### src/rtl/core/ps2md_pkg.sv
`timescale 1ns / 1ps
`default_nettype none
// ----------------------------------------------------------------------------
// ps2md_pkg
// Shared types and constants for the four-byte PS/2 mouse packet decoder.
// ----------------------------------------------------------------------------
package ps2md_pkg;

  localparam int POS_WIDTH_DEFAULT = 32;
  localparam int OUT_WIDTH         = 32;

  // Byte position within a packet
  localparam logic [1:0] IDX_STATUS = 2'd0;
  localparam logic [1:0] IDX_DX     = 2'd1;
  localparam logic [1:0] IDX_DY     = 2'd2;
  localparam logic [1:0] IDX_WHEEL  = 2'd3;

  localparam logic [7:0] OVF_MASK   = 8'hC0;
  localparam logic [3:0] WHEEL_UP   = 4'd1;
  localparam logic [3:0] WHEEL_DOWN = 4'd15;

  typedef struct packed {
    logic extra_two;
    logic extra_one;
    logic right;
    logic middle;
    logic left;
  } buttons_t;

  typedef struct packed {
    logic [7:0] status;
    logic [7:0] dx;
    logic [7:0] dy;
    logic [7:0] wheel;
  } packet_t;

endpackage : ps2md_pkg
`default_nettype wire

### src/rtl/core/ps2md_channels.sv
`timescale 1ns / 1ps
`default_nettype none
// ----------------------------------------------------------------------------
// ps2md channels
// Valid/ready channel interfaces: received bytes in, decoded reports out.
// ----------------------------------------------------------------------------
interface ps2md_byte_if;
  logic       valid;
  logic       ready;
  logic [7:0] data_byte;
  logic       resync;

  modport source (output valid, output data_byte, output resync, input ready);
  modport sink   (input valid, input data_byte, input resync, output ready);
endinterface : ps2md_byte_if

interface ps2md_report_if;
  logic               valid;
  logic               ready;
  logic signed [31:0] pos_x;
  logic signed [31:0] pos_y;
  logic signed [31:0] scroll_count;
  logic               left_pressed;
  logic               middle_pressed;
  logic               right_pressed;
  logic               extra_one_pressed;
  logic               extra_two_pressed;
  logic               packet_dropped;

  modport source (
    output valid, output pos_x, output pos_y, output scroll_count,
    output left_pressed, output middle_pressed, output right_pressed,
    output extra_one_pressed, output extra_two_pressed, output packet_dropped,
    input ready
  );
  modport sink (
    input valid, input pos_x, input pos_y, input scroll_count,
    input left_pressed, input middle_pressed, input right_pressed,
    input extra_one_pressed, input extra_two_pressed, input packet_dropped,
    output ready
  );
endinterface : ps2md_report_if
`default_nettype wire

### src/rtl/core/ps2md_accum.sv
`timescale 1ns / 1ps
`default_nettype none
// ----------------------------------------------------------------------------
// ps2md_accum
// Packet update: next positions, wheel count and buttons from a full packet.
// ----------------------------------------------------------------------------
module ps2md_accum
  import ps2md_pkg::*;
#(
  parameter int POS_WIDTH = POS_WIDTH_DEFAULT
) (
  input  packet_t              pkt,
  input  logic [POS_WIDTH-1:0] pos_x,
  input  logic [POS_WIDTH-1:0] pos_y,
  input  logic [31:0]          wheel,
  input  buttons_t             buttons,
  output logic [POS_WIDTH-1:0] pos_x_next,
  output logic [POS_WIDTH-1:0] pos_y_next,
  output logic [31:0]          wheel_next,
  output buttons_t             buttons_next,
  output logic                 dropped
);

  logic [POS_WIDTH-1:0] delta_x;
  logic [POS_WIDTH-1:0] delta_y;
  buttons_t             decoded;

  // Sign bits of the deltas live in the status byte
  assign delta_x = {{(POS_WIDTH-8){pkt.status[4]}}, pkt.dx};
  assign delta_y = {{(POS_WIDTH-8){pkt.status[5]}}, pkt.dy};
  assign dropped = |(pkt.status & OVF_MASK);

  always_comb begin
    decoded.left      = pkt.status[0];
    decoded.right     = pkt.status[1];
    decoded.middle    = pkt.status[2];
    decoded.extra_one = pkt.wheel[4];
    decoded.extra_two = pkt.wheel[5];
  end

  always_comb begin
    pos_x_next   = pos_x;
    pos_y_next   = pos_y;
    wheel_next   = wheel;
    buttons_next = buttons;
    if (!dropped) begin
      pos_x_next   = pos_x + delta_x;
      pos_y_next   = pos_y + delta_y;
      buttons_next = decoded;
      case (pkt.wheel[3:0])
        WHEEL_DOWN: wheel_next = wheel - 32'd1;
        WHEEL_UP:   wheel_next = wheel + 32'd1;
        default:    wheel_next = wheel;
      endcase
    end
  end

endmodule : ps2md_accum
`default_nettype wire

### src/rtl/core/ps2_mouse_packet_decoder_unit.sv
`timescale 1ns / 1ps
`default_nettype none
// ----------------------------------------------------------------------------
// ps2_mouse_packet_decoder_unit
// Four-byte PS/2 wheel mouse packet decoder with position and scroll totals.
// ----------------------------------------------------------------------------
//  channel   dir   payload                                       per transaction
//  rx_byte   in    data_byte[7:0], resync                        one mouse byte
//  report    out   pos_x, pos_y, scroll_count, 5 buttons, drop   one packet
//
//  One byte per cycle. The fourth byte of a packet updates the totals and
//  loads the report register at the same edge; the report shows next cycle.
//  rst clears the byte counter, totals, buttons and the report valid.
//  A stalled report blocks only a byte at packet position four, resync or not;
//  bytes one to three keep flowing.
// ----------------------------------------------------------------------------
module ps2_mouse_packet_decoder_unit
  import ps2md_pkg::*;
#(
  parameter int POS_WIDTH = POS_WIDTH_DEFAULT
) (
  input  wire logic      clk,
  input  wire logic      rst,
  ps2md_byte_if.sink     rx_byte,
  ps2md_report_if.source report
);

  logic [1:0]           byte_index;
  logic [7:0]           first_byte;
  logic [7:0]           delta_x_byte;
  logic [7:0]           delta_y_byte;
  logic [POS_WIDTH-1:0] position_x;
  logic [POS_WIDTH-1:0] position_y;
  logic [31:0]          wheel_total;
  buttons_t             button_flags;

  logic [POS_WIDTH-1:0] position_x_next;
  logic [POS_WIDTH-1:0] position_y_next;
  logic [31:0]          wheel_total_next;
  buttons_t             button_flags_next;
  logic                 dropped;

  logic                 report_valid;
  logic [1:0]           idx;
  logic                 accept;
  packet_t              pkt;

  assign idx    = rx_byte.resync ? IDX_STATUS : byte_index;
  assign accept = rx_byte.valid && rx_byte.ready;

  // Hold off a packet-closing byte while the previous report is still pending
  assign rx_byte.ready = !(byte_index == IDX_WHEEL && report_valid && !report.ready);

  always_comb begin
    pkt.status = first_byte;
    pkt.dx     = delta_x_byte;
    pkt.dy     = delta_y_byte;
    pkt.wheel  = rx_byte.data_byte;
  end

  ps2md_accum #(
    .POS_WIDTH (POS_WIDTH)
  ) u_accum (
    .pkt          (pkt),
    .pos_x        (position_x),
    .pos_y        (position_y),
    .wheel        (wheel_total),
    .buttons      (button_flags),
    .pos_x_next   (position_x_next),
    .pos_y_next   (position_y_next),
    .wheel_next   (wheel_total_next),
    .buttons_next (button_flags_next),
    .dropped      (dropped)
  );

  always_ff @(posedge clk) begin
    if (rst) begin
      byte_index   <= IDX_STATUS;
      first_byte   <= '0;
      delta_x_byte <= '0;
      delta_y_byte <= '0;
      position_x   <= '0;
      position_y   <= '0;
      wheel_total  <= '0;
      button_flags <= '0;
      report_valid <= 1'b0;
    end else begin
      // Load a new report or drop the one just taken
      if (accept && idx == IDX_WHEEL) begin
        report_valid <= 1'b1;
      end else if (report.ready) begin
        report_valid <= 1'b0;
      end
      if (accept) begin
        unique case (idx)
          IDX_STATUS: begin
            first_byte <= rx_byte.data_byte;
            byte_index <= IDX_DX;
          end
          IDX_DX: begin
            delta_x_byte <= rx_byte.data_byte;
            byte_index   <= IDX_DY;
          end
          IDX_DY: begin
            delta_y_byte <= rx_byte.data_byte;
            byte_index   <= IDX_WHEEL;
          end
          IDX_WHEEL: begin
            byte_index   <= IDX_STATUS;
            position_x   <= position_x_next;
            position_y   <= position_y_next;
            wheel_total  <= wheel_total_next;
            button_flags <= button_flags_next;
          end
          default: byte_index <= IDX_STATUS;
        endcase
      end
    end
  end

  // Report payload: loaded with the updated totals when a packet closes
  always_ff @(posedge clk) begin
    if (accept && idx == IDX_WHEEL) begin
      report.pos_x             <= OUT_WIDTH'($signed(position_x_next));
      report.pos_y             <= OUT_WIDTH'($signed(position_y_next));
      report.scroll_count      <= $signed(wheel_total_next);
      report.left_pressed      <= button_flags_next.left;
      report.middle_pressed    <= button_flags_next.middle;
      report.right_pressed     <= button_flags_next.right;
      report.extra_one_pressed <= button_flags_next.extra_one;
      report.extra_two_pressed <= button_flags_next.extra_two;
      report.packet_dropped    <= dropped;
    end
  end

  assign report.valid = report_valid;

endmodule : ps2_mouse_packet_decoder_unit
`default_nettype wire

### src/flat_wrapper.sv
// flat-port wrapper written by rule: the top's interface ports become plain ports
module ps2_mouse_packet_decoder_unit_flat import ps2md_pkg::*;
#(
  parameter int POS_WIDTH = POS_WIDTH_DEFAULT
)
  (clk, rst, rx_byte_valid, rx_byte_data_byte, rx_byte_resync, rx_byte_ready, report_valid, report_pos_x, report_pos_y, report_scroll_count, report_left_pressed, report_middle_pressed, report_right_pressed, report_extra_one_pressed, report_extra_two_pressed, report_packet_dropped, report_ready);
  ps2md_byte_if rx_byte_i ();
  ps2md_report_if report_i ();
  input  wire logic clk;
  input  wire logic rst;
  input wire logic [$bits(rx_byte_i.valid)-1:0] rx_byte_valid;
  input wire logic [$bits(rx_byte_i.data_byte)-1:0] rx_byte_data_byte;
  input wire logic [$bits(rx_byte_i.resync)-1:0] rx_byte_resync;
  output wire logic [$bits(rx_byte_i.ready)-1:0] rx_byte_ready;
  output wire logic [$bits(report_i.valid)-1:0] report_valid;
  output wire logic [$bits(report_i.pos_x)-1:0] report_pos_x;
  output wire logic [$bits(report_i.pos_y)-1:0] report_pos_y;
  output wire logic [$bits(report_i.scroll_count)-1:0] report_scroll_count;
  output wire logic [$bits(report_i.left_pressed)-1:0] report_left_pressed;
  output wire logic [$bits(report_i.middle_pressed)-1:0] report_middle_pressed;
  output wire logic [$bits(report_i.right_pressed)-1:0] report_right_pressed;
  output wire logic [$bits(report_i.extra_one_pressed)-1:0] report_extra_one_pressed;
  output wire logic [$bits(report_i.extra_two_pressed)-1:0] report_extra_two_pressed;
  output wire logic [$bits(report_i.packet_dropped)-1:0] report_packet_dropped;
  input wire logic [$bits(report_i.ready)-1:0] report_ready;
  assign rx_byte_i.valid = rx_byte_valid;
  assign rx_byte_i.data_byte = rx_byte_data_byte;
  assign rx_byte_i.resync = rx_byte_resync;
  assign rx_byte_ready = rx_byte_i.ready;
  assign report_valid = report_i.valid;
  assign report_pos_x = report_i.pos_x;
  assign report_pos_y = report_i.pos_y;
  assign report_scroll_count = report_i.scroll_count;
  assign report_left_pressed = report_i.left_pressed;
  assign report_middle_pressed = report_i.middle_pressed;
  assign report_right_pressed = report_i.right_pressed;
  assign report_extra_one_pressed = report_i.extra_one_pressed;
  assign report_extra_two_pressed = report_i.extra_two_pressed;
  assign report_packet_dropped = report_i.packet_dropped;
  assign report_i.ready = report_ready;
  ps2_mouse_packet_decoder_unit #(.POS_WIDTH(POS_WIDTH)) u_core (.clk(clk), .rst(rst), .rx_byte(rx_byte_i), .report(report_i));
endmodule
### config.mk
export PLATFORM = sky130hd
export DESIGN_NAME = ps2_mouse_packet_decoder_unit_flat
export DESIGN_NICKNAME = d
export VERILOG_FILES = /design/src/rtl/core/ps2md_pkg.sv /design/src/rtl/core/ps2md_channels.sv /design/src/rtl/core/ps2md_accum.sv /design/src/rtl/core/ps2_mouse_packet_decoder_unit.sv /design/src/flat_wrapper.sv
export SDC_FILE = /design/constraint.sdc
export NUM_CORES = 1
export LEC_CHECK = 0
export ABC_AREA = 1
export BUFFER_PORTS_ARGS = -buffer_cell sky130_fd_sc_hd__buf_2
export CORE_UTILIZATION = 62
export DETAILED_ROUTE_END_ITERATION = 6
export GPL_ROUTABILITY_DRIVEN = 0
export PLACE_DENSITY = 0.82
export SLEW_MARGIN = 30
export SYNTH_ARGS = -nofsm -noshare
export SYNTH_HDL_FRONTEND = slang
export SYNTH_SLANG_ARGS = --single-unit
export TNS_END_PERCENT = 10
### constraint.sdc
create_clock -name clk -period 3.3 [get_ports clk]
set_input_delay 0.165 -clock clk [delete_from_list [all_inputs] [get_ports clk]]
set_output_delay 0.165 -clock clk [all_outputs]
set_load 0.01 [all_outputs]
**Word level (Yosys, flattened, before mapping)**

Cells that the tools add are included.

- Register bits after elaboration: 230
- Output and inout port bits: 104
- Logic and storage cells: 54

- Add/sub/neg operators: 4
- Eq/ne operators: 6
- Mux-type cells: 9
- Reductions and logical operators: 13

Operators by type and width:

| operator | number |
|---|---|
| 32-bit two-way mux | 3 |
| 32-bit adder | 2 |
| 32-bit case mux with 2 select lines | 1 |
| 32-bit by 1-bit adder with 32-bit output (second input constant) | 1 |
| 32-bit by 1-bit subtractor with 32-bit output (second input constant) | 1 |
| 2-bit case mux with 4 select lines | 1 |
| 2-bit AND reduction | 4 |
| 2-bit equality test (second input constant) | 3 |
| 5-bit two-way mux | 1 |
| 4-bit by 1-bit equality test with 1-bit output (second input constant) | 1 |
| 4-bit equality test (second input constant) | 1 |
| 1-bit logical AND | 4 |
| 2-bit by 1-bit equality test with 1-bit output (second input constant) | 1 |
| 1-bit logical NOT | 2 |
| 2-bit logical NOT | 1 |
| 1-bit two-way mux | 2 |
| 2-bit two-way mux | 1 |
| 2-bit nonzero test | 1 |
| 2-bit OR reduction | 1 |

**Depth between registers and ports, before layout**

Gate-level depths: netlist (run 1).

- Depth after elaboration: 7
- Depth in mapped cells: 18
- Gate-level depth less buffers: 18

**By module**

Synthesis (run 1) repeated with hierarchy kept, for this count alone.

- Cell total of the unflattened synthesis: 2738
- Area total of the unflattened synthesis: 17292.8 um^2

Modules (own cells, without submodules):

| module | times used | cells each | area each (um^2) |
|---|---|---|---|
| ps2_mouse_packet_decoder_unit | 1 | 1188 | 9643.0 |
| ps2md_accum | 1 | 1550 | 7649.8 |

**Least setup slack after synthesis (run 1)**

No wires, ideal clock.

- Path type: register to register
- From: reg u_core.report_valid (netlist: u_core.report.valid)
- To: reg u_core.report.extra_one_pressed (enable)
- Setup time: 0.418 ns
- Arrival time: 2.364 ns
- Path slack: 0.518 ns
- Cell stages (with the launch flop): 10
- Clock period less this slack: 2.782 ns
- Cell sequence: dfxtp_1 inv_1 nor2_1 nand3_1 nand2_1 inv_2 nand2_2 inv_2 buf_2 buf_2

- Longest elaborated chain between the ends: 5

RTL lines:

| element | line | text |
|---|---|---|
| start: declaration | ps2_mouse_packet_decoder_unit.sv:43 | `logic report_valid;` |
| start signal: assignment | ps2_mouse_packet_decoder_unit.sv:86 | `report_valid <= 1'b0;` |
| start signal: assignment | ps2_mouse_packet_decoder_unit.sv:90 | `report_valid <= 1'b1;` |
| start signal: assignment | ps2_mouse_packet_decoder_unit.sv:92 | `report_valid <= 1'b0;` |
| 1-bit logical AND (2 in a row) | ps2_mouse_packet_decoder_unit.sv:52 | `assign rx_byte.ready = !(byte_index == IDX_WHEEL && report_valid && !report.ready);` |
| 1-bit logical NOT | ps2_mouse_packet_decoder_unit.sv:52 |  |
| net rx_byte_ready | flat_wrapper.sv:14 | `output wire logic [$bits(rx_byte_i.ready)-1:0] rx_byte_ready;` |
| 1-bit logical AND | ps2_mouse_packet_decoder_unit.sv:49 | `assign accept = rx_byte.valid && rx_byte.ready;` |
| 1-bit logical AND | ps2_mouse_packet_decoder_unit.sv:123 | `if (accept && idx == IDX_WHEEL) begin` |
| end signal: assignment | ps2_mouse_packet_decoder_unit.sv:130 | `report.extra_one_pressed <= button_flags_next.extra_one;` |
| end: declaration | ps2md_channels.sv:33 | `output extra_one_pressed, output extra_two_pressed, output packet_dropped,` |

The timed path passes the listed nets, and every way through them passes these cells.
A chain may end at the register's enable or synchronous reset.

**Final worst setup path (run 1)**

- From: in rx_byte_data_byte[1]
- To: reg u_core.report.scroll_count[12], data pin

- Longest elaborated chain between the ends: 3

RTL lines:

| element | line | text |
|---|---|---|
| start: declaration | flat_wrapper.sv:12 | `input wire logic [$bits(rx_byte_i.data_byte)-1:0] rx_byte_data_byte;` |
| 4-bit by 1-bit equality test with 1-bit output or 4-bit equality test (tied branches) | ps2md_accum.sv:50 | `case (pkt.wheel[3:0])` |
| 32-bit case mux with 2 select lines * | ps2md_accum.sv:50 |  |
| 32-bit two-way mux * | ps2md_accum.sv:46 | `if (!dropped) begin` |
| net u_core.u_accum.wheel_next[12] | ps2md_accum.sv:19 | `output logic [31:0] wheel_next,` |
| end signal: assignment | ps2_mouse_packet_decoder_unit.sv:126 | `report.scroll_count <= $signed(wheel_total_next);` |
| end: declaration | ps2md_channels.sv:31 | `output valid, output pos_x, output pos_y, output scroll_count,` |

Mark *: on every way through the listed nets, which the timed path passes. The rest lies on a longest branch.

==> implementation parameters, run 1 <==
Parameter                              Value

Floorplanning
  Overall die area    0.02548 sq mm
  Vertical die dimension    159.6 microns
  Number of top-level pins    117
  Core area    0.02432 sq mm
  # rows    57
  Initial core utilization    0.6334
  Width of the die    159.6 microns

Global routing
  Routing usage on met2    0.4869
  Maximum number of pins on one net before global-route repair    81
  Total global routing overflow    0
  GR Util met1    0.4019
  Combined global-route utilization of all metal layers    0.2946
  Number of global-route vias before repair    13587
  Antenna violations before repair    0
  Layer with the highest usage after global routing    met2
  Global-route met3 utilization    0.03948
  First-pass GRT wire length    63020 microns

Power and ir drop
  P per Cell Area    379.3 mW/mm^2
  Total power of the final layout    6.504 mW
  Power share of the combinational group    0.109
  Reg power frac    0.463
  Internal Pwr Total    4.849 mW
  Peak supply drop    0.3656 mV
  Switch share    0.2544
  Power spent charging and discharging nets    1.655 mW
  Fraction of power consumed by the clock network    0.428
  Reported leakage power    8.749 nW

Layout
  Ratio of cells with drive above 1 in the final layout    0.08787
  Nets    2427
  Growth of design area from synthesis to finish    11.30%
  Final core utilization    0.7050
  Filler cell count in the final layout    2056
  Ant. Diodes    0

Timing
  Transition time of the tightest slew-check pin    0.8520 ns
  Number of endpoints failing setup at the final stage    0
  Highest Clock Rate    0.3178 GHz
  Time the worst path needs with I/O delays and setup    3.147 ns
  Final Hold Violating Endpoints    0
  Max transition margin    0.4320
  Total negative slack for setup checks    0 ns
  Clock skew after layout    0.01840 ns
  Final clock period utilization by the worst path    0.9537
  Number of pins exceeding their max-slew limit in the final report    0
  RSZ-0062 raised after global routing    no

Critical path
  Critical path data arrival time    3.44 ns
  Required arrival time at the worst endpoint    3.59 ns
  WS Path Type    in2reg
  Crit-path most repeated cell    sky130_fd_sc_hd__inv_1
  Cell Chain, Critical Path    dlygate4sd3_1 > buf_2 > nor4_4 > inv_1 > buf_4 > ha_1 > nand2_1 > nor2_1 > and2_1 > nand2_1 > nand3_1 > inv_1 > a21oi_1 > o21ai_0 > o21ai_1 > inv_1
  Buffering stage count on the worst path with inverters included    6
  Endpoint kind of the worst setup timing path    flip-flop
  Maximum fanout along the worst path    32
  Max incr delay on CP    0.56 ns
  Nature of the critical path startpoint    input pin
  Category of cells accounting for the largest share of critical-path delay    buffers and inverters
  Library cell contributing the largest single delay on the critical path    sky130_fd_sc_hd__dlygate4sd3_1

Clock network
  Clock root buffer    sky130_fd_sc_hd__clkbuf_16
  Setup Buffers After CTS    0
  Total clock buffers created by CTS    25
  Clock latency on the worst-skew pair    0.55 ns
  Deepest clock path buffer count    3
  Number of gates resized after CTS    0
  Post-cts hold buffer count    10
  # clock sinks    229
  Depth of the CTS H-tree    1
  Register clock-pin slew on the reported worst setup and hold paths    0.06 ns
  CTS tree    built

Synth
  Adder-cell share of the synthesized area    0.08268
  Distinct cells, synth    39
  Per-instance average area after synthesis    6.967 sq um
  Synthesized area    0.01540 sq mm
  Register area share after synthesis    0.3639
  Area share of xor/xnor cells in the synthesized design    0.02047
  Post-Synthesis Net Count    2324
  Compound-gate portion of the synthesized area    0.1628
  Cell count after synthesis    2211
  Yosys warning total    0
  Share of cell area taken by muxes after synthesis    0
  Main combinational cell family by area after synthesis    simple AND/OR/NAND/NOR gates
  Simple-gate share of the synthesized area    0.2691
  Count of state elements after synthesis    229

Drt
  Wire per inst    14.25 microns
  DRT antenna net count    0
  Remaining DRCs    0
  Vias per inst    5.554
  Total Routed Length    37870 microns
  Detailed Route Iter0 Violations    1199
  Total iterations of the first detailed-routing run    6
  Overall via count from detail_route    14756

Hold path
  HP Class    in2reg

Place
  PortBufs    116
  Detailed-placement wirelength estimate    27520 microns

Status
  Result of the run    finished, final reports clean

Flow run
  Max Cap Viol    0
registers in the layout, indices dropped and copies added (netlist names), 2 cells and up:
signal and cells:
u_core.report.pos_y 32, u_core.byte_index 2, u_core.position_x 32, u_core.wheel_total 32, u_core.report.pos_x 32, u_core.report.scroll_count 32, u_core.position_y 32, u_core.button_flags 5
u_core.delta_y_byte 8, u_core.first_byte 7, u_core.delta_x_byte 8
metrics by stage:
step	hold slack, ns	worst slack (ns)	area (sq um)	std cells
5_1_grt	0.1099	0.007233	17150	2657
6_report	0.03707	0.1529	17150	2657
2_1_floorplan	0.3294	0.5179	15400	2211
3_5_place_dp	0.4434	0.3146	16210	2601
4_1_cts	0.02801	0.3129	17140	2657
3_3_place_gp	0.4353	0.3542	16210	2601
power groups by stage:
stage / Clock, mW / Sequential (mW) / Combinational [mW]
2_1_floorplan: 0 / 3.07 / 0.510
3_3_place_gp: 0 / 3.07 / 0.665
3_5_place_dp: 0 / 3.07 / 0.683
4_1_cts: 2.82 / 3.01 / 0.697
5_1_grt: 2.92 / 3.01 / 0.797
6_report: 2.78 / 3.01 / 0.710
cell type report:
cell class / instances / area (sq um) / area share
multi-input cells: 1586 / 8243 / 0.4808
clock buffers: 36 / 738.2 / 0.04306
repair buffers: 138 / 795.8 / 0.04641
flip-flops and latches: 229 / 5605 / 0.3269
inverters: 334 / 1266 / 0.07385
well taps: 324 / 405.4 / 0.02364
clock inverters: 10 / 91.34 / 0.005327
cell families (layout without fill, tap and decap cells):
logic type,Yosys count,count (layout)
compound gates,457,457
xor+xnor,36,36
fa+ha+maj,100,100
buf+inv,396,518
flops,229,229
simple gates,993,993
worst register-to-register path: stages (launching register included):
cell                      delay [ns]
sky130_fd_sc_hd__dfxtp_1        0.34
sky130_fd_sc_hd__ha_1           0.23
sky130_fd_sc_hd__inv_1          0.10
sky130_fd_sc_hd__fa_1           0.41
sky130_fd_sc_hd__inv_1          0.13
sky130_fd_sc_hd__nand2_1        0.11
sky130_fd_sc_hd__o21ai_2        0.27
sky130_fd_sc_hd__nand2_1        0.08
sky130_fd_sc_hd__nand2_1        0.12
sky130_fd_sc_hd__nand2_1        0.06
sky130_fd_sc_hd__nand2_1        0.20
sky130_fd_sc_hd__nand2_1        0.11
sky130_fd_sc_hd__nand2_1        0.09
sky130_fd_sc_hd__nand2_1        0.05
sky130_fd_sc_hd__nand3_1        0.08
sky130_fd_sc_hd__nand2_1        0.07
cell usage in the layout (no fill, tap or decap), types with 11 or more instances in the layout:
| master | netlist | routed |
|---|---|---|
| sky130_fd_sc_hd__xor2_1 | 29 | 29 |
| sky130_fd_sc_hd__o21bai_1 | 21 | 21 |
| sky130_fd_sc_hd__clkbuf_16 | 0 | 26 |
| sky130_fd_sc_hd__nand3b_1 | 14 | 14 |
| sky130_fd_sc_hd__buf_2 | 18 | 116 |
| sky130_fd_sc_hd__ha_1 | 97 | 97 |
| sky130_fd_sc_hd__nand3_1 | 166 | 166 |
| sky130_fd_sc_hd__nor3_1 | 20 | 20 |
| sky130_fd_sc_hd__o21ai_1 | 13 | 13 |
| sky130_fd_sc_hd__o211ai_1 | 13 | 13 |
| sky130_fd_sc_hd__o21ai_0 | 164 | 164 |
| sky130_fd_sc_hd__nand2_1 | 603 | 603 |
| sky130_fd_sc_hd__nor2_1 | 145 | 145 |
| sky130_fd_sc_hd__o21a_1 | 34 | 34 |
| sky130_fd_sc_hd__inv_1 | 328 | 327 |
| sky130_fd_sc_hd__dfxtp_1 | 127 | 127 |
| sky130_fd_sc_hd__nand4_1 | 11 | 11 |
| sky130_fd_sc_hd__edfxtp_1 | 102 | 102 |
| sky130_fd_sc_hd__a21oi_1 | 197 | 197 |
per-layer routing:
metal,up-vias,routed length (microns)
met5,-,0
met4,0,1113
met3,81,2704
met2,565,17200
met1,6664,16850
li1,7446,-
synth_stat cells:
library cell	number	area (sq um)
sky130_fd_sc_hd__a21boi_0	2	15.01
sky130_fd_sc_hd__a21o_1	2	15.01
sky130_fd_sc_hd__a21oi_1	197	986.0
sky130_fd_sc_hd__a31oi_1	2	12.51
sky130_fd_sc_hd__and2_1	5	31.28
sky130_fd_sc_hd__buf_2	18	90.09
sky130_fd_sc_hd__buf_4	4	30.03
sky130_fd_sc_hd__buf_6	4	45.04
sky130_fd_sc_hd__clkbuf_1	36	135.1
sky130_fd_sc_hd__dfxtp_1	127	2542
sky130_fd_sc_hd__edfxtp_1	102	3063
sky130_fd_sc_hd__fa_1	3	60.06
sky130_fd_sc_hd__ha_1	97	1214
sky130_fd_sc_hd__inv_1	328	1231
sky130_fd_sc_hd__inv_2	5	18.77
sky130_fd_sc_hd__inv_4	1	6.260
sky130_fd_sc_hd__nand2_1	603	2263
sky130_fd_sc_hd__nand2_2	7	43.79
sky130_fd_sc_hd__nand2b_1	2	12.51
sky130_fd_sc_hd__nand3_1	166	830.8
sky130_fd_sc_hd__nand3b_1	14	105.1
sky130_fd_sc_hd__nand4_1	11	68.82
sky130_fd_sc_hd__nor2_1	145	544.3
sky130_fd_sc_hd__nor2_2	4	25.02
sky130_fd_sc_hd__nor2_4	1	11.26
sky130_fd_sc_hd__nor3_1	20	100.1
sky130_fd_sc_hd__nor4_4	1	21.27
sky130_fd_sc_hd__o211ai_1	13	97.59
sky130_fd_sc_hd__o21a_1	34	255.2
sky130_fd_sc_hd__o21ai_0	164	820.8
sky130_fd_sc_hd__o21ai_1	13	65.06
sky130_fd_sc_hd__o21ai_2	7	61.31
sky130_fd_sc_hd__o21ai_4	1	16.27
sky130_fd_sc_hd__o21bai_1	21	157.7
sky130_fd_sc_hd__o22ai_1	1	6.260
sky130_fd_sc_hd__or2_1	4	25.02
sky130_fd_sc_hd__or2_2	10	62.56
sky130_fd_sc_hd__xnor2_1	7	61.31
sky130_fd_sc_hd__xor2_1	29	254.0
worst paths after layout:
path	start	end	slack, ns	cells after the start
hold reg to reg	u_core.button_flags[1]$_SDFFE_PP0P_	u_core.button_flags[1]$_SDFFE_PP0P_	0.45	2
setup reg to reg	u_core.position_x[0]$_SDFFE_PP0P_	u_core.report.pos_x[30]$_DFFE_PP_	0.59	15
setup / recovery	rx_byte_data_byte[1]	u_core.report.scroll_count[12]$_DFFE_PP_	0.15	16
hold / removal	rx_byte_resync	u_core.byte_index[0]$_SDFFE_PP0P_	0.04	5
No activity file was read; power rests on OpenSTA's default activity.
==> inputs of run 2 (changes only) <==
- PLACE_DENSITY: 0.82 -> 0.81
- SETUP_SLACK_MARGIN: default -> 0.02
- SYNTH_HIERARCHICAL: default -> 1
==> run 2 against run 1 <==
  * Global-route usage is 2.3 points higher
  * Utilization is 0.13 points lower
  * Area after synthesis is 12% higher
  * Final area is 11% higher
  * Sequential power hardly changed
  * Largest power group unchanged
  * Clock power is 9.0% higher
  * Die area is 12% higher
  * Hold slack worse by 0.020 ns
  * First-iteration DRC count is 32% higher
==> implementation parameters, run 2 <==
Parameter                              Value

Critical path
  Nature of the critical path startpoint    flip-flop
  Worst r2r src    u_core/first_byte[4]$_SDFFE_PP0P_
  Required arrival time at the worst endpoint    3.72 ns (+0.13 ns)
  Endpoint kind of the worst setup timing path    flip-flop
  Internal reg-to-reg setup slack    0.47 ns (-0.12 ns)
  Register-to-Register Path Depth    14 (-1)
  Maximum fanout along the worst path    14 (-56%)
  WS Path Type    reg2reg
  Terminus of the critical flop-to-flop path    u_core/position_x[30]$_SDFFE_PP0P_
  Critical path data arrival time    3.25 ns (-0.19 ns)

Floorplanning
  Number of top-level pins    117 (unchanged)
  Overall die area    0.02849 sq mm (+12%)
  Initial core utilization    0.6364 (+0.002996)
  Width of the die    168.8 microns (+5.7%)
  # rows    60 (+5.3%)
  Core area    0.02710 sq mm (+11%)
  Vertical die dimension    168.8 microns (+5.7%)

Timing
  Transition time of the tightest slew-check pin    0.6528 ns (-0.1992 ns)
  Number of pins exceeding their max-slew limit in the final report    0 (unchanged)
  Highest Clock Rate    0.3535 GHz (+11%)
  Final clock period utilization by the worst path    0.8572 (-0.09644)
  Worst Slack Setup Final    0.4712 ns (+0.3183 ns)
  Hold WS    0.01686 ns (-0.02022 ns)
  Number of endpoints failing setup at the final stage    0 (unchanged)
  Clock skew after layout    0.01806 ns (-0.0003316 ns)
  Time the worst path needs with I/O delays and setup    2.829 ns (-0.3183 ns)
  Max transition margin    0.5642 (+0.1322)
  Total negative slack for setup checks    0 ns (unchanged)
  Final Hold Violating Endpoints    0 (unchanged)
  RSZ-0062 raised after global routing    no

Drt
  Vias per inst    5.324 (-4.1%)
  Total iterations of the first detailed-routing run    6 (unchanged)
  DRT antenna net count    0 (unchanged)
  Total Routed Length    44820 microns (+18%)
  Overall via count from detail_route    17059 (+16%)
  Detailed Route Iter0 Violations    1584 (+32%)
  Wire per inst    13.99 microns (-1.8%)
  Remaining DRCs    0 (unchanged)

Clock network
  Register clock-pin slew on the reported worst setup and hold paths    0.06 ns (about the same)
  CTS tree    built
  Total clock buffers created by CTS    26 (+4.0%)
  Deepest clock path buffer count    3 (unchanged)
  Number of gates resized after CTS    0 (unchanged)
  Clock latency on the worst-skew pair    0.54 ns (about the same)
  Clock root buffer    sky130_fd_sc_hd__clkbuf_16
  # clock sinks    229 (unchanged)
  Post-cts hold buffer count    3 (-7)
  Setup Buffers After CTS    0 (unchanged)
  Depth of the CTS H-tree    1 (unchanged)

Layout
  Post-Layout Cell Count    3204 (+21%)
  Final core utilization    0.7037 (-0.001256)
  Leading cell types in the layout, fill and taps excluded    842 x sky130_fd_sc_hd__nand2_1, 600 x sky130_fd_sc_hd__inv_1, 276 x sky130_fd_sc_hd__nor2_1
  Ratio of cells with drive above 1 in the final layout    0.08654 (-0.001328)
  Final design instance area without fill    0.01907 sq mm (+11%)
  Most frequent standard cell in the layout excluding fill and tap cells    sky130_fd_sc_hd__nand2_1
  Nets    2924 (+20%)
  Filler cell count in the final layout    2320 (+13%)
  Growth of design area from synthesis to finish    10.58%

Place
  PortBufs    116 (unchanged)
  Instance area after placement    0.01814 sq mm (+12%)
  Placement Setup Slack    0.2508 ns (-0.06378 ns)
  Total placed cells including tap cells    3152 (+21%)
  Detailed-placement wirelength estimate    31740 microns (+15%)

Power and ir drop
  Reported leakage power    9.745 nW (+11%)
  Power share of the combinational group    0.138 (+0.029)
  Power spent charging and discharging nets    1.889 mW (+14%)
  Fraction of power consumed by the clock network    0.431 (+0.003)
  Switch share    0.2689 (+0.01447)
  Reg power frac    0.431 (-0.032)
  Peak supply drop    0.3676 mV (+0.55%)
  Internal Pwr Total    5.136 mW (+5.9%)
  P per Cell Area    368.4 mW/mm^2 (-2.9%)
  Total power of the final layout    7.026 mW (+8.0%)

Synth
  Synthesized area    0.01725 sq mm (+12%)
  Post-Synthesis Net Count    2844 (+22%)
  Per-instance average area after synthesis    6.316 sq um (-9.4%)
  Cell count after synthesis    2731 (+24%)
  Yosys warning total    6 (+6)

Hold path
  Startpoint of the worst hold path    rx_byte_data_byte[7]
  Hold Path Sink    u_core/first_byte[7]$_SDFFE_PP0P_
  Worst hold path depth    5 (unchanged)
  HP Class    in2reg

Global routing
  Layer with the highest usage after global routing    met2
  Number of global-route vias before repair    16045 (+18%)
  Maximum number of pins on one net before global-route repair    103 (+27%)
  Global-route met3 utilization    0.04957 (+0.01009)
  First-pass GRT wire length    74780 microns (+19%)
  Routing usage on met2    0.5449 (+0.05802)
  Antenna violations before repair    1 (+1)
  GR Util met1    0.4007 (-0.001261)
  Combined global-route utilization of all metal layers    0.3178 (+0.02324)
  Total global routing overflow    0 (unchanged)

Status
  Result of the run    finished, final reports clean

Flow run
  Max Cap Viol    0 (unchanged)
## run 2: power groups by stage
stage               combinational, mW  clock [mW]  sequential [mW]
finish                          0.970        3.03             3.03
global route                     1.09        3.20             3.03
CTS                             0.954        3.08             3.03
detailed placement              0.942           0             3.09
global placement                0.919           0             3.09
floorplan                       0.711           0             3.09
## run 2: worst max path at each step
| stage | start | end | slack, ns | cells after the start |
|---|---|---|---|---|
| after CTS | u_core/first_byte[4]$_SDFFE_PP0P_ | u_core/position_x[27]$_SDFFE_PP0P_ | 0.53 | 14 |
| after global placement | rx_byte_data_byte[1] | u_core/wheel_total[28]$_SDFFE_PP0P_ | 0.32 | 18 |
| final | u_core/first_byte[4]$_SDFFE_PP0P_ | u_core/position_x[30]$_SDFFE_PP0P_ | 0.47 | 14 |
| after detailed placement | rx_byte_data_byte[1] | u_core/wheel_total[28]$_SDFFE_PP0P_ | 0.25 | 18 |
| after floorplan | u_core/byte_index[0]$_SDFFE_PP0N_ | u_core/report.extra_one_pressed$_DFFE_PP_ | 0.26 | 8 |
| after global routing | u_core/first_byte[4]$_SDFFE_PP0P_ | u_core/position_x[26]$_SDFFE_PP0P_ | 0.23 | 14 |
## run 2: layer usage
metal | up-vias | part of all wire | wire length [microns]
met4 | 2 | 0.033 | 1497
met3 | 114 | 0.072 | 3241
met1 | 7693 | 0.43 | 19250
met2 | 655 | 0.46 | 20810
li1 | 8595 | - | -
met5 | - | 0.00029 | 13
## run 2: area by class of cell
cell class | instances | area [sq um] | area share
clock buffers | 36 | 750.7 | 0.03936
clock inverters | 12 | 152.6 | 0.008004
repair buffers | 139 | 825.8 | 0.04330
inverters | 616 | 2317 | 0.1215
multi-input cells | 1799 | 8952 | 0.4694
diodes | 1 | 2.502 | 0.0001312
well taps | 372 | 465.4 | 0.02440
flip-flops and latches | 229 | 5605 | 0.2939
## run 2: worst max-delay path, stage by stage, from the launching register on
cell and delay [ns]:
sky130_fd_sc_hd__dfxtp_1 0.73, sky130_fd_sc_hd__buf_4 0.29, sky130_fd_sc_hd__ha_1 0.30, sky130_fd_sc_hd__a21oi_1 0.24, sky130_fd_sc_hd__o21ai_0 0.17, sky130_fd_sc_hd__inv_1 0.08, sky130_fd_sc_hd__nand2_1 0.09, sky130_fd_sc_hd__a21oi_1 0.22
sky130_fd_sc_hd__nand3_1 0.11, sky130_fd_sc_hd__nand3_1 0.09, sky130_fd_sc_hd__nand2_1 0.09, sky130_fd_sc_hd__inv_1 0.07, sky130_fd_sc_hd__nand4_1 0.08, sky130_fd_sc_hd__nand2_1 0.09, sky130_fd_sc_hd__nor2_1 0.04
